[src/rtl/csfg_pkg.sv]
// csfg_pkg: shared types and constants for the counting semaphore block
// result codes, field widths, controller/datapath command and status structs
// no dependencies
package csfg_pkg;

	// fixed field widths
	localparam int REQ_ID_W     = 8;
	localparam int COUNT_W      = 16;
	localparam int WAITERS_W    = 5;
	localparam int CFG_ADDR_W   = 3;
	localparam int CFG_DATA_W   = 32;

	localparam logic [COUNT_W-1:0] COUNT_MAX   = '1;
	localparam logic [COUNT_W-1:0] COUNT_RESET = 16'd1;

	// request kinds
	localparam logic REQ_WAIT   = 1'b0;
	localparam logic REQ_SIGNAL = 1'b1;

	// register word index, taken from paddr[2]
	localparam logic REG_INITIAL_COUNT = 1'b0;

	typedef enum logic [2:0] {
		RC_GRANTED     = 3'd0,
		RC_QUEUED      = 3'd1,
		RC_INCREMENTED = 3'd2,
		RC_HANDED      = 3'd3,
		RC_FULL        = 3'd4,
		RC_SATURATED   = 3'd5
	} result_code_t;

	typedef enum logic {
		ST_IDLE,
		ST_EXEC
	} state_t;

	// controller to datapath
	typedef struct packed {
		logic capture;
		logic exec;
	} ctrl_cmd_t;

	// datapath to controller
	typedef struct packed {
		logic out_free;
	} dp_status_t;

	// configuration write toward the datapath
	typedef struct packed {
		logic               we;
		logic [COUNT_W-1:0] value;
	} cfg_wr_t;

endpackage

[src/rtl/csfg_if.sv]
// csfg_in_if / csfg_out_if: valid/ready channels for requests and results
// depends on csfg_pkg
interface csfg_in_if;
	logic                          valid;
	logic                          ready;
	logic                          req_type;
	logic [csfg_pkg::REQ_ID_W-1:0] requester_id;

	modport source (output valid, req_type, requester_id, input ready);
	modport sink   (input valid, req_type, requester_id, output ready);
endinterface

interface csfg_out_if;
	logic                           valid;
	logic                           ready;
	csfg_pkg::result_code_t         result_code;
	logic [csfg_pkg::REQ_ID_W-1:0]  granted_id;
	logic [csfg_pkg::COUNT_W-1:0]   count_now;
	logic [csfg_pkg::WAITERS_W-1:0] waiters_now;

	modport source (output valid, result_code, granted_id, count_now, waiters_now,
		input ready);
	modport sink   (input valid, result_code, granted_id, count_now, waiters_now,
		output ready);
endinterface

[src/rtl/csfg_ram.sv]
// csfg_ram: generic single-port-write, single-port-read RAM with registered read
// no dependencies
module csfg_ram #(
	parameter int WIDTH = 8,
	parameter int DEPTH = 16
) (
	input  logic                     clk,
	input  logic                     we,
	input  logic [$clog2(DEPTH)-1:0] waddr,
	input  logic [WIDTH-1:0]         wdata,
	input  logic                     re,
	input  logic [$clog2(DEPTH)-1:0] raddr,
	output logic [WIDTH-1:0]         rdata
);

	logic [WIDTH-1:0] mem_q [DEPTH];

	// write port
	always_ff @(posedge clk) begin
		if (we) begin
			mem_q[waddr] <= wdata;
		end
	end

	// registered read port
	always_ff @(posedge clk) begin
		if (re) begin
			rdata <= mem_q[raddr];
		end
	end

endmodule

[src/rtl/csfg_ctrl.sv]
// csfg_ctrl: two-state sequencer, accept an item then execute it
// depends on csfg_pkg
module csfg_ctrl (
	input  logic                  clk,
	input  logic                  arst_n,
	input  logic                  in_valid,
	output logic                  in_ready,
	input  csfg_pkg::dp_status_t  status,
	output csfg_pkg::ctrl_cmd_t   cmd
);
	import csfg_pkg::*;

	state_t state_q;
	state_t state_next;

	// state register
	always_ff @(posedge clk or negedge arst_n) begin
		if (!arst_n) begin
			state_q <= ST_IDLE;
		end else begin
			state_q <= state_next;
		end
	end

	// next state
	always_comb begin
		state_next = state_q;
		unique case (state_q)
			ST_IDLE: begin
				if (in_valid) state_next = ST_EXEC;
			end
			ST_EXEC: begin
				if (status.out_free) state_next = ST_IDLE;
			end
			default: state_next = ST_IDLE;
		endcase
	end

	// outputs
	always_comb begin
		in_ready    = 1'b0;
		cmd.capture = 1'b0;
		cmd.exec    = 1'b0;
		unique case (state_q)
			ST_IDLE: begin
				in_ready    = 1'b1;
				cmd.capture = in_valid;
			end
			ST_EXEC: begin
				cmd.exec = status.out_free;
			end
			default: begin
				in_ready = 1'b0;
			end
		endcase
	end

endmodule

[src/rtl/csfg_dp.sv]
// csfg_dp: permit count, wait queue pointers, queue RAM and result register
// depends on csfg_pkg and csfg_ram
module csfg_dp #(
	parameter int QUEUE_DEPTH = 16,
	parameter int ID_WIDTH    = 8
) (
	input  logic                               clk,
	input  logic                               arst_n,
	input  csfg_pkg::ctrl_cmd_t                cmd,
	output csfg_pkg::dp_status_t               status,
	input  csfg_pkg::cfg_wr_t                  cfg,
	input  logic                               req_type,
	input  logic [csfg_pkg::REQ_ID_W-1:0]      requester_id,
	output logic                               out_valid,
	input  logic                               out_ready,
	output csfg_pkg::result_code_t             result_code,
	output logic [csfg_pkg::REQ_ID_W-1:0]      granted_id,
	output logic [csfg_pkg::COUNT_W-1:0]       count_now,
	output logic [csfg_pkg::WAITERS_W-1:0]     waiters_now
);
	import csfg_pkg::*;

	localparam int PTR_W = $clog2(QUEUE_DEPTH);
	localparam int TOT_W = $clog2(QUEUE_DEPTH + 1);
	localparam logic [PTR_W-1:0] PTR_LAST = PTR_W'(QUEUE_DEPTH - 1);
	localparam logic [TOT_W-1:0] TOT_FULL = TOT_W'(QUEUE_DEPTH);

	logic [COUNT_W-1:0]  count_q;
	logic [PTR_W-1:0]    head_q;
	logic [PTR_W-1:0]    tail_q;
	logic [TOT_W-1:0]    total_q;
	logic                req_type_q;
	logic [ID_WIDTH-1:0] id_q;
	logic [ID_WIDTH-1:0] head_id;

	logic                out_valid_q;
	result_code_t        code_q;
	logic [REQ_ID_W-1:0] gid_q;
	logic [COUNT_W-1:0]  cnt_out_q;
	logic [WAITERS_W-1:0] wait_out_q;

	logic [COUNT_W-1:0]  count_nx;
	logic [PTR_W-1:0]    head_nx;
	logic [PTR_W-1:0]    tail_nx;
	logic [TOT_W-1:0]    total_nx;
	result_code_t        code_nx;
	logic [ID_WIDTH-1:0] gid_nx;
	logic                push;

	// waiter id store, read at the head when an item is captured
	csfg_ram #(
		.WIDTH(ID_WIDTH),
		.DEPTH(QUEUE_DEPTH)
	) u_queue (
		.clk  (clk),
		.we   (push),
		.waddr(tail_q),
		.wdata(id_q),
		.re   (cmd.capture),
		.raddr(head_q),
		.rdata(head_id)
	);

	// capture the request
	always_ff @(posedge clk) begin
		if (cmd.capture) begin
			req_type_q <= req_type;
			id_q       <= ID_WIDTH'(requester_id);
		end
	end

	// semaphore step
	always_comb begin
		count_nx = count_q;
		head_nx  = head_q;
		tail_nx  = tail_q;
		total_nx = total_q;
		gid_nx   = '0;
		push     = 1'b0;
		code_nx  = RC_FULL;
		if (req_type_q == REQ_WAIT) begin
			if (count_q != '0) begin
				count_nx = count_q - 1'b1;
				gid_nx   = id_q;
				code_nx  = RC_GRANTED;
			end else if (total_q != TOT_FULL) begin
				push     = cmd.exec;
				tail_nx  = (tail_q == PTR_LAST) ? '0 : tail_q + 1'b1;
				total_nx = total_q + 1'b1;
				code_nx  = RC_QUEUED;
			end
		end else begin
			if (total_q != '0) begin
				gid_nx   = head_id;
				head_nx  = (head_q == PTR_LAST) ? '0 : head_q + 1'b1;
				total_nx = total_q - 1'b1;
				code_nx  = RC_HANDED;
			end else if (count_q == COUNT_MAX) begin
				code_nx = RC_SATURATED;
			end else begin
				count_nx = count_q + 1'b1;
				code_nx  = RC_INCREMENTED;
			end
		end
	end

	// semaphore state, loaded by a configuration write, else updated on exec
	always_ff @(posedge clk or negedge arst_n) begin
		if (!arst_n) begin
			count_q <= COUNT_RESET;
			head_q  <= '0;
			tail_q  <= '0;
			total_q <= '0;
		end else if (cfg.we) begin
			count_q <= cfg.value;
			head_q  <= '0;
			tail_q  <= '0;
			total_q <= '0;
		end else if (cmd.exec) begin
			count_q <= count_nx;
			head_q  <= head_nx;
			tail_q  <= tail_nx;
			total_q <= total_nx;
		end
	end

	// result valid flag
	always_ff @(posedge clk or negedge arst_n) begin
		if (!arst_n) begin
			out_valid_q <= 1'b0;
		end else if (cmd.exec) begin
			out_valid_q <= 1'b1;
		end else if (out_ready) begin
			out_valid_q <= 1'b0;
		end
	end

	// result payload
	always_ff @(posedge clk) begin
		if (cmd.exec) begin
			code_q     <= code_nx;
			gid_q      <= REQ_ID_W'(gid_nx);
			cnt_out_q  <= count_nx;
			wait_out_q <= WAITERS_W'(total_nx);
		end
	end

	assign status.out_free = !out_valid_q || out_ready;
	assign out_valid       = out_valid_q;
	assign result_code     = code_q;
	assign granted_id      = gid_q;
	assign count_now       = cnt_out_q;
	assign waiters_now     = wait_out_q;

endmodule

[src/rtl/counting_semaphore_fifo_grant_top.sv]
// counting_semaphore_fifo_grant_top: counting semaphore with a FIFO wait queue
// depends on csfg_pkg, csfg_if, csfg_ctrl, csfg_dp, csfg_ram
//
//   port   dir   kind     carries
//   req    in    vld/rdy  req_type, requester_id
//   rsp    out   vld/rdy  result_code, granted_id, count_now, waiters_now
//   p*     in    apb      initial_count at byte address 0
//
// each item is first captured, with the queue head read from the
// queue RAM; the execute step then updates the count and pointers and loads the result register.
// the result register holds while rsp is stalled; the next item is taken meanwhile
// and executes once the result register is free.
// reset: count 1, queue empty; writing initial_count reloads the count and
// empties the queue.
module counting_semaphore_fifo_grant_top #(
	parameter int QUEUE_DEPTH = 16,
	parameter int ID_WIDTH    = 8
) (
	input  logic                                clk,
	input  logic                                arst_n,
	csfg_in_if.sink                             req,
	csfg_out_if.source                          rsp,
	input  logic                                psel,
	input  logic                                penable,
	input  logic                                pwrite,
	input  logic [csfg_pkg::CFG_ADDR_W-1:0]     paddr,
	input  logic [csfg_pkg::CFG_DATA_W-1:0]     pwdata,
	output logic [csfg_pkg::CFG_DATA_W-1:0]     prdata,
	output logic                                pready
);
	import csfg_pkg::*;

	ctrl_cmd_t          cmd;
	dp_status_t         status;
	cfg_wr_t            cfg;
	logic [COUNT_W-1:0] init_count_q;

	// register decode
	assign pready    = 1'b1;
	assign cfg.we    = psel && penable && pwrite && pready && (paddr[2] == REG_INITIAL_COUNT);
	assign cfg.value = pwdata[COUNT_W-1:0];

	// initial_count readback copy
	always_ff @(posedge clk or negedge arst_n) begin
		if (!arst_n) begin
			init_count_q <= COUNT_RESET;
		end else if (cfg.we) begin
			init_count_q <= cfg.value;
		end
	end

	assign prdata = (paddr[2] == REG_INITIAL_COUNT) ? CFG_DATA_W'(init_count_q) : '0;

	csfg_ctrl u_ctrl (
		.clk     (clk),
		.arst_n  (arst_n),
		.in_valid(req.valid),
		.in_ready(req.ready),
		.status  (status),
		.cmd     (cmd)
	);

	csfg_dp #(
		.QUEUE_DEPTH(QUEUE_DEPTH),
		.ID_WIDTH   (ID_WIDTH)
	) u_dp (
		.clk         (clk),
		.arst_n      (arst_n),
		.cmd         (cmd),
		.status      (status),
		.cfg         (cfg),
		.req_type    (req.req_type),
		.requester_id(req.requester_id),
		.out_valid   (rsp.valid),
		.out_ready   (rsp.ready),
		.result_code (rsp.result_code),
		.granted_id  (rsp.granted_id),
		.count_now   (rsp.count_now),
		.waiters_now (rsp.waiters_now)
	);

	// one item in flight: no back-to-back accept
	a_one_in_flight: assert property (@(posedge clk) disable iff (!arst_n)
		req.valid && req.ready |=> !req.ready)
		else $error("item accepted while previous item still executing");

	// a grant consumed a permit, so the count cannot sit at its maximum
	a_grant_count: assert property (@(posedge clk) disable iff (!arst_n)
		rsp.valid && (rsp.result_code == RC_GRANTED) |-> rsp.count_now != COUNT_MAX)
		else $error("grant reported with saturated count");

	// queueing or rejecting a wait only happens with no permits left
	a_queue_zero: assert property (@(posedge clk) disable iff (!arst_n)
		rsp.valid && (rsp.result_code == RC_QUEUED || rsp.result_code == RC_FULL)
		|-> rsp.count_now == '0)
		else $error("wait queued or rejected while permits remain");

endmodule
[src/flat_wrapper.sv]
// flat-port wrapper written by rule: the top's interface ports become plain ports
module counting_semaphore_fifo_grant_top_flat import csfg_pkg::*;
#(
	parameter int QUEUE_DEPTH = 16,
	parameter int ID_WIDTH    = 8
)
  (clk, arst_n, psel, penable, pwrite, paddr, pwdata, prdata, pready, req_valid, req_req_type, req_requester_id, req_ready, rsp_valid, rsp_result_code, rsp_granted_id, rsp_count_now, rsp_waiters_now, rsp_ready);
  csfg_in_if req_i ();
  csfg_out_if rsp_i ();
  input  logic clk;
  input  logic arst_n;
  input  logic psel;
  input  logic penable;
  input  logic pwrite;
  input  logic [csfg_pkg::CFG_ADDR_W-1:0] paddr;
  input  logic [csfg_pkg::CFG_DATA_W-1:0] pwdata;
  output logic [csfg_pkg::CFG_DATA_W-1:0] prdata;
  output logic pready;
  input wire logic [$bits(req_i.valid)-1:0] req_valid;
  input wire logic [$bits(req_i.req_type)-1:0] req_req_type;
  input wire logic [$bits(req_i.requester_id)-1:0] req_requester_id;
  output wire logic [$bits(req_i.ready)-1:0] req_ready;
  output wire logic [$bits(rsp_i.valid)-1:0] rsp_valid;
  output wire logic [$bits(rsp_i.result_code)-1:0] rsp_result_code;
  output wire logic [$bits(rsp_i.granted_id)-1:0] rsp_granted_id;
  output wire logic [$bits(rsp_i.count_now)-1:0] rsp_count_now;
  output wire logic [$bits(rsp_i.waiters_now)-1:0] rsp_waiters_now;
  input wire logic [$bits(rsp_i.ready)-1:0] rsp_ready;
  assign req_i.valid = req_valid;
  assign req_i.req_type = req_req_type;
  assign req_i.requester_id = req_requester_id;
  assign req_ready = req_i.ready;
  assign rsp_valid = rsp_i.valid;
  assign rsp_result_code = rsp_i.result_code;
  assign rsp_granted_id = rsp_i.granted_id;
  assign rsp_count_now = rsp_i.count_now;
  assign rsp_waiters_now = rsp_i.waiters_now;
  assign rsp_i.ready = rsp_ready;
  counting_semaphore_fifo_grant_top #(.QUEUE_DEPTH(QUEUE_DEPTH), .ID_WIDTH(ID_WIDTH)) u_core (.clk(clk), .arst_n(arst_n), .req(req_i), .rsp(rsp_i), .psel(psel), .penable(penable), .pwrite(pwrite), .paddr(paddr), .pwdata(pwdata), .prdata(prdata), .pready(pready));
endmodule
[config.mk]
export PLATFORM = sky130hd
export DESIGN_NAME = counting_semaphore_fifo_grant_top_flat
export DESIGN_NICKNAME = d
export VERILOG_FILES = /design/src/rtl/csfg_pkg.sv /design/src/rtl/csfg_if.sv /design/src/rtl/csfg_ram.sv /design/src/rtl/csfg_ctrl.sv /design/src/rtl/csfg_dp.sv /design/src/rtl/counting_semaphore_fifo_grant_top.sv /design/src/flat_wrapper.sv
export SDC_FILE = /design/constraint.sdc
export NUM_CORES = 1
export LEC_CHECK = 0
export BUFFER_PORTS_ARGS = -buffer_cell sky130_fd_sc_hd__buf_2
export CAP_MARGIN = 20
export CELL_PAD_IN_SITES_DETAIL_PLACEMENT = 0
export CELL_PAD_IN_SITES_GLOBAL_PLACEMENT = 2
export CORE_ASPECT_RATIO = 0.75
export CORE_MARGIN = 5
export CORE_UTILIZATION = 44
export DETAILED_ROUTE_END_ITERATION = 6
export GPL_TIMING_DRIVEN = 0
export PLACE_DENSITY_LB_ADDON = 0.3
export SLEW_MARGIN = 20
export SYNTH_ARGS = -nofsm -noshare
export SYNTH_HDL_FRONTEND = slang
export SYNTH_HIERARCHICAL = 1
export SYNTH_SLANG_ARGS = --single-unit
[constraint.sdc]
create_clock -name clk -period 5.4 [get_ports clk]
set_input_delay 0.54 -clock clk [delete_from_list [all_inputs] [get_ports clk]]
set_output_delay 0.54 -clock clk [all_outputs]
set_load 0.005 [all_outputs]
==> out/metrics.cfg <==
[outcome]
status=completed

[synth]
syn-cell-area_sq_um=10440
synth_commonest_cells=177 x edfxtp_1, 55 x nor2_1, 45 x dfrtp_1, 42 x nand2_1, 30 x nand3_1
avgSynthCellArea_sq_um=13.83
ys_types=78
synthTopCellsByArea=edfxtp_1 51%, dfrtp_1 11%, mux4_2 3.9%
yosysTopAreaCellShare_pct=50.89
synthCells=755
ys.flop_type=edfxtp_1
yosysWarnings=6
synth_edf_count=177
yosysMostFrequentCell=edfxtp_1
ys_seq_elements=224
seq_area_frac_synth_pct=62.18
synth_top_area_cell=edfxtp_1
async_flop_share_pct=20.98

[place]
post_dp_cell_area_sq_um=11330
gp_congestion=0.9243
placed_cells=1153
dp_hpwl_um=19510
io_buffer_count=82

[clock_network]
clock-root-buffer=clkbuf_16
clock-sinks=224
cts_resized=0
cts_tree=built
cts_setup_buffers=0
h-tree-depth=1
cts_buffer_depth=3
clock_latency_ns=0.51
numCtsBuffers=23
postCtsHoldBufs=0
clkTransAtPathRegs_ns=0.07

[critical_path]
crit_slowest_cell=nor2_1
r2r_cells=9
max_stage_delay_ns=0.79
path_cells=nand2b_1 > and2_4 > clkbuf_1 > inv_1 > nor3_1 > and3_1 > clkbuf_1 > or3b_2 > nor2_1
cp-end-kind=flip-flop
worstPathRequired_ns=5.52
cp-start-kind=flip-flop
critical_path_class=reg2reg
path_max_fanout=34
critical_path.most_common_cell=clkbuf_1
crit_arrival_ns=4.58

[pwr]
switchingPower_mw=1.827
p_leak_nw=4.426
power_frac_seq_pct=43.3
p_comb_share_pct=30.2
clkPwrFrac_pct=26.5
power_report.internal_total_mw=3.731
ir_drop_mv=0.3039
switching_share_pct=32.88
power_density_nw_per_um2=462.3

[timing]
slew_headroom_pct=25.56
rsz0062_at_grt=no
timing.final.crit_share_pct=82.74
max_freq_ghz=0.2238
finalHoldViolations=0
setup_viol_count_final=0
worst_hold_slack_ns=0.06440
clock_skew_ns=0.01664
min_period_ns=4.468
worst_pin_slew_ns=1.106
fin_tns_setup_ns=0
slew_violations=0

[detailed_routing]
firstDrtPassIters=6
drt_iter0_markers=788
totalWireLength_um=27530
routed_via_density=5.951
ant_nets=0
wl_per_cell_um=23.03
drc=0
vias=7111

[cells_and_area]
stdcell_area_sq_um=12020
fin_nets=936
drive_gt1_share_pct=23.69
post-route-util_pct=51.86
antenna_cells=0
layout-area-overhead-vs-synth_pct=15.12
fin_cells=1195

[global_routing]
grt_start_max_net_pins=48
grt_usage_pct=20.12
grt_overflow=0
grt_pass1_vias=6917
grt_pass1_wl_um=41590
antenna_found_initial=0

[die]
row_count=48
ioPinCount=118
fp.dieW_um=187.9
core_sq_um=23180
die_area_sq_um=26950
initial_core_util_pct=45.05
fp.dieH_um=143.4

[hold_path]
hold_class=in2async

[job]
maxCapViolCount=0

## power by group through the flow
stage	sequential (mW)	combinational (mW)	clock (mW)
after global routing	2.44	1.83	1.59
after detailed placement	2.44	1.66	0
after global placement	2.42	1.63	0
after CTS	2.41	1.67	1.51
final	2.41	1.68	1.47
after floorplan	2.37	1.11	0
## path summary, 6_finish.rpt
check	from	to	slack, ns
setup / recovery	u_core/u_dp/out_valid	u_core/u_dp/u_queue/mem_q[1][4]	0.93
hold / removal	arst_n	u_core/u_dp/count_q[9]	0.06
setup reg to reg	u_core/u_dp/out_valid	u_core/u_dp/u_queue/mem_q[1][4]	0.93
hold reg to reg	u_core/init_count_q[12]	u_core/init_count_q[12]	0.50
max in group asynchronous	arst_n	u_core/u_dp/total_q[4]	4.86
min in group clk	req_requester_id[0]	u_core/u_dp/id_q[0]	0.21
## layout make-up
| class | instances | area [sq um] |
|---|---|---|
| Buffer | 63 | 376.6 |
| Clock buffer | 31 | 605.6 |
| Clock inverter | 11 | 85.08 |
| Fill cell | 1995 | 11160 |
| Inverter | 16 | 60.06 |
| Multi-Input combinational cell | 467 | 3598 |
| Sequential cell | 224 | 6494 |
| Tap cell | 300 | 375.4 |
| Timing Repair Buffer | 83 | 427.9 |
## worst max-delay path, delay by kind of cell (launching register included)
| kind | cells | cell delay, ns |
|---|---|---|
| DFF | 1 | 0.39 |
| buffers and inverters | 3 | 1.10 |
| and+or+nand+nor | 6 | 2.57 |
## per-layer routing
layer	global-route usage (%)	vias up	part of all wire, %
li1	-	3175	-
met1	32.49	3565	49
met2	27.59	336	40
met3	4.857	35	9.8
met4	3.977	0	1.7
met5	0	-	0
## cell usage in the layout, fill, tap and decap left out, types with 5 or more instances in the layout
cell type	instances
mux2_4	9
a211oi_1	6
edfxtp_1	177
ha_1	7
conb_1	17
buf_6	5
mux4_1	14
xnor2_1	13
nor4_1	10
mux4_2	18
nor3_1	24
a21oi_1	28
a221oi_1	5
and2b_1	7
buf_4	19
buf_2	94
or3_1	8
dfrtp_1	45
a31oi_1	8
a22o_1	9
inv_1	15
clkbuf_16	23
nand4_1	11
clkbuf_1	31
nor2_1	55
o21ai_0	13
nand2_1	42
nand3b_1	5
a22oi_1	16
mux2_2	7
nor2b_1	12
and3_1	9
nand3_1	30
o31ai_1	5
## flip-flops by register name (all words and copies together) (netlist names)
register / cells
u_core/u_dp/count_q: 16
u_core/u_dp/head_q: 4
u_core/u_dp/count_now: 16
u_core/u_dp/req_type_q: 1
u_core/u_dp/u_queue/mem_q: 128
u_core/u_dp/id_q: 8
u_core/u_dp/out_valid: 1
u_core/u_ctrl/state_q: 1
u_core/init_count_q: 16
u_core/u_dp/u_queue/rdata: 8
u_core/u_dp/granted_id: 8
u_core/u_dp/tail_q: 4
u_core/u_dp/waiters_now: 5
u_core/u_dp/result_code: 3
u_core/u_dp/total_q: 5
## logic make-up (layout without fill, tap and decap cells)
family	count (synthesis)	after routing	share of synthesized area, %
mux	51	51	9.740
simple gates	251	251	13.13
compound gates	126	126	8.602
xor+xnor	15	15	1.258
buf+inv	79	204	4.181
other cells	2	17	0.07191
fa+ha+maj	7	7	0.8386
flops	224	224	62.18
## metrics by stage
| step | setup WS [ns] | power [mW] |
|---|---|---|
| final | 0.9320 | 5.558 |
| after global routing | 0.7247 | 5.857 |
| after CTS | 1.061 | 5.579 |
| after detailed placement | 0.8220 | 4.092 |
| after global placement | 0.4305 | 4.053 |
| after floorplan | 1.848 | 3.487 |
Power figures use the tool's default switching activity.
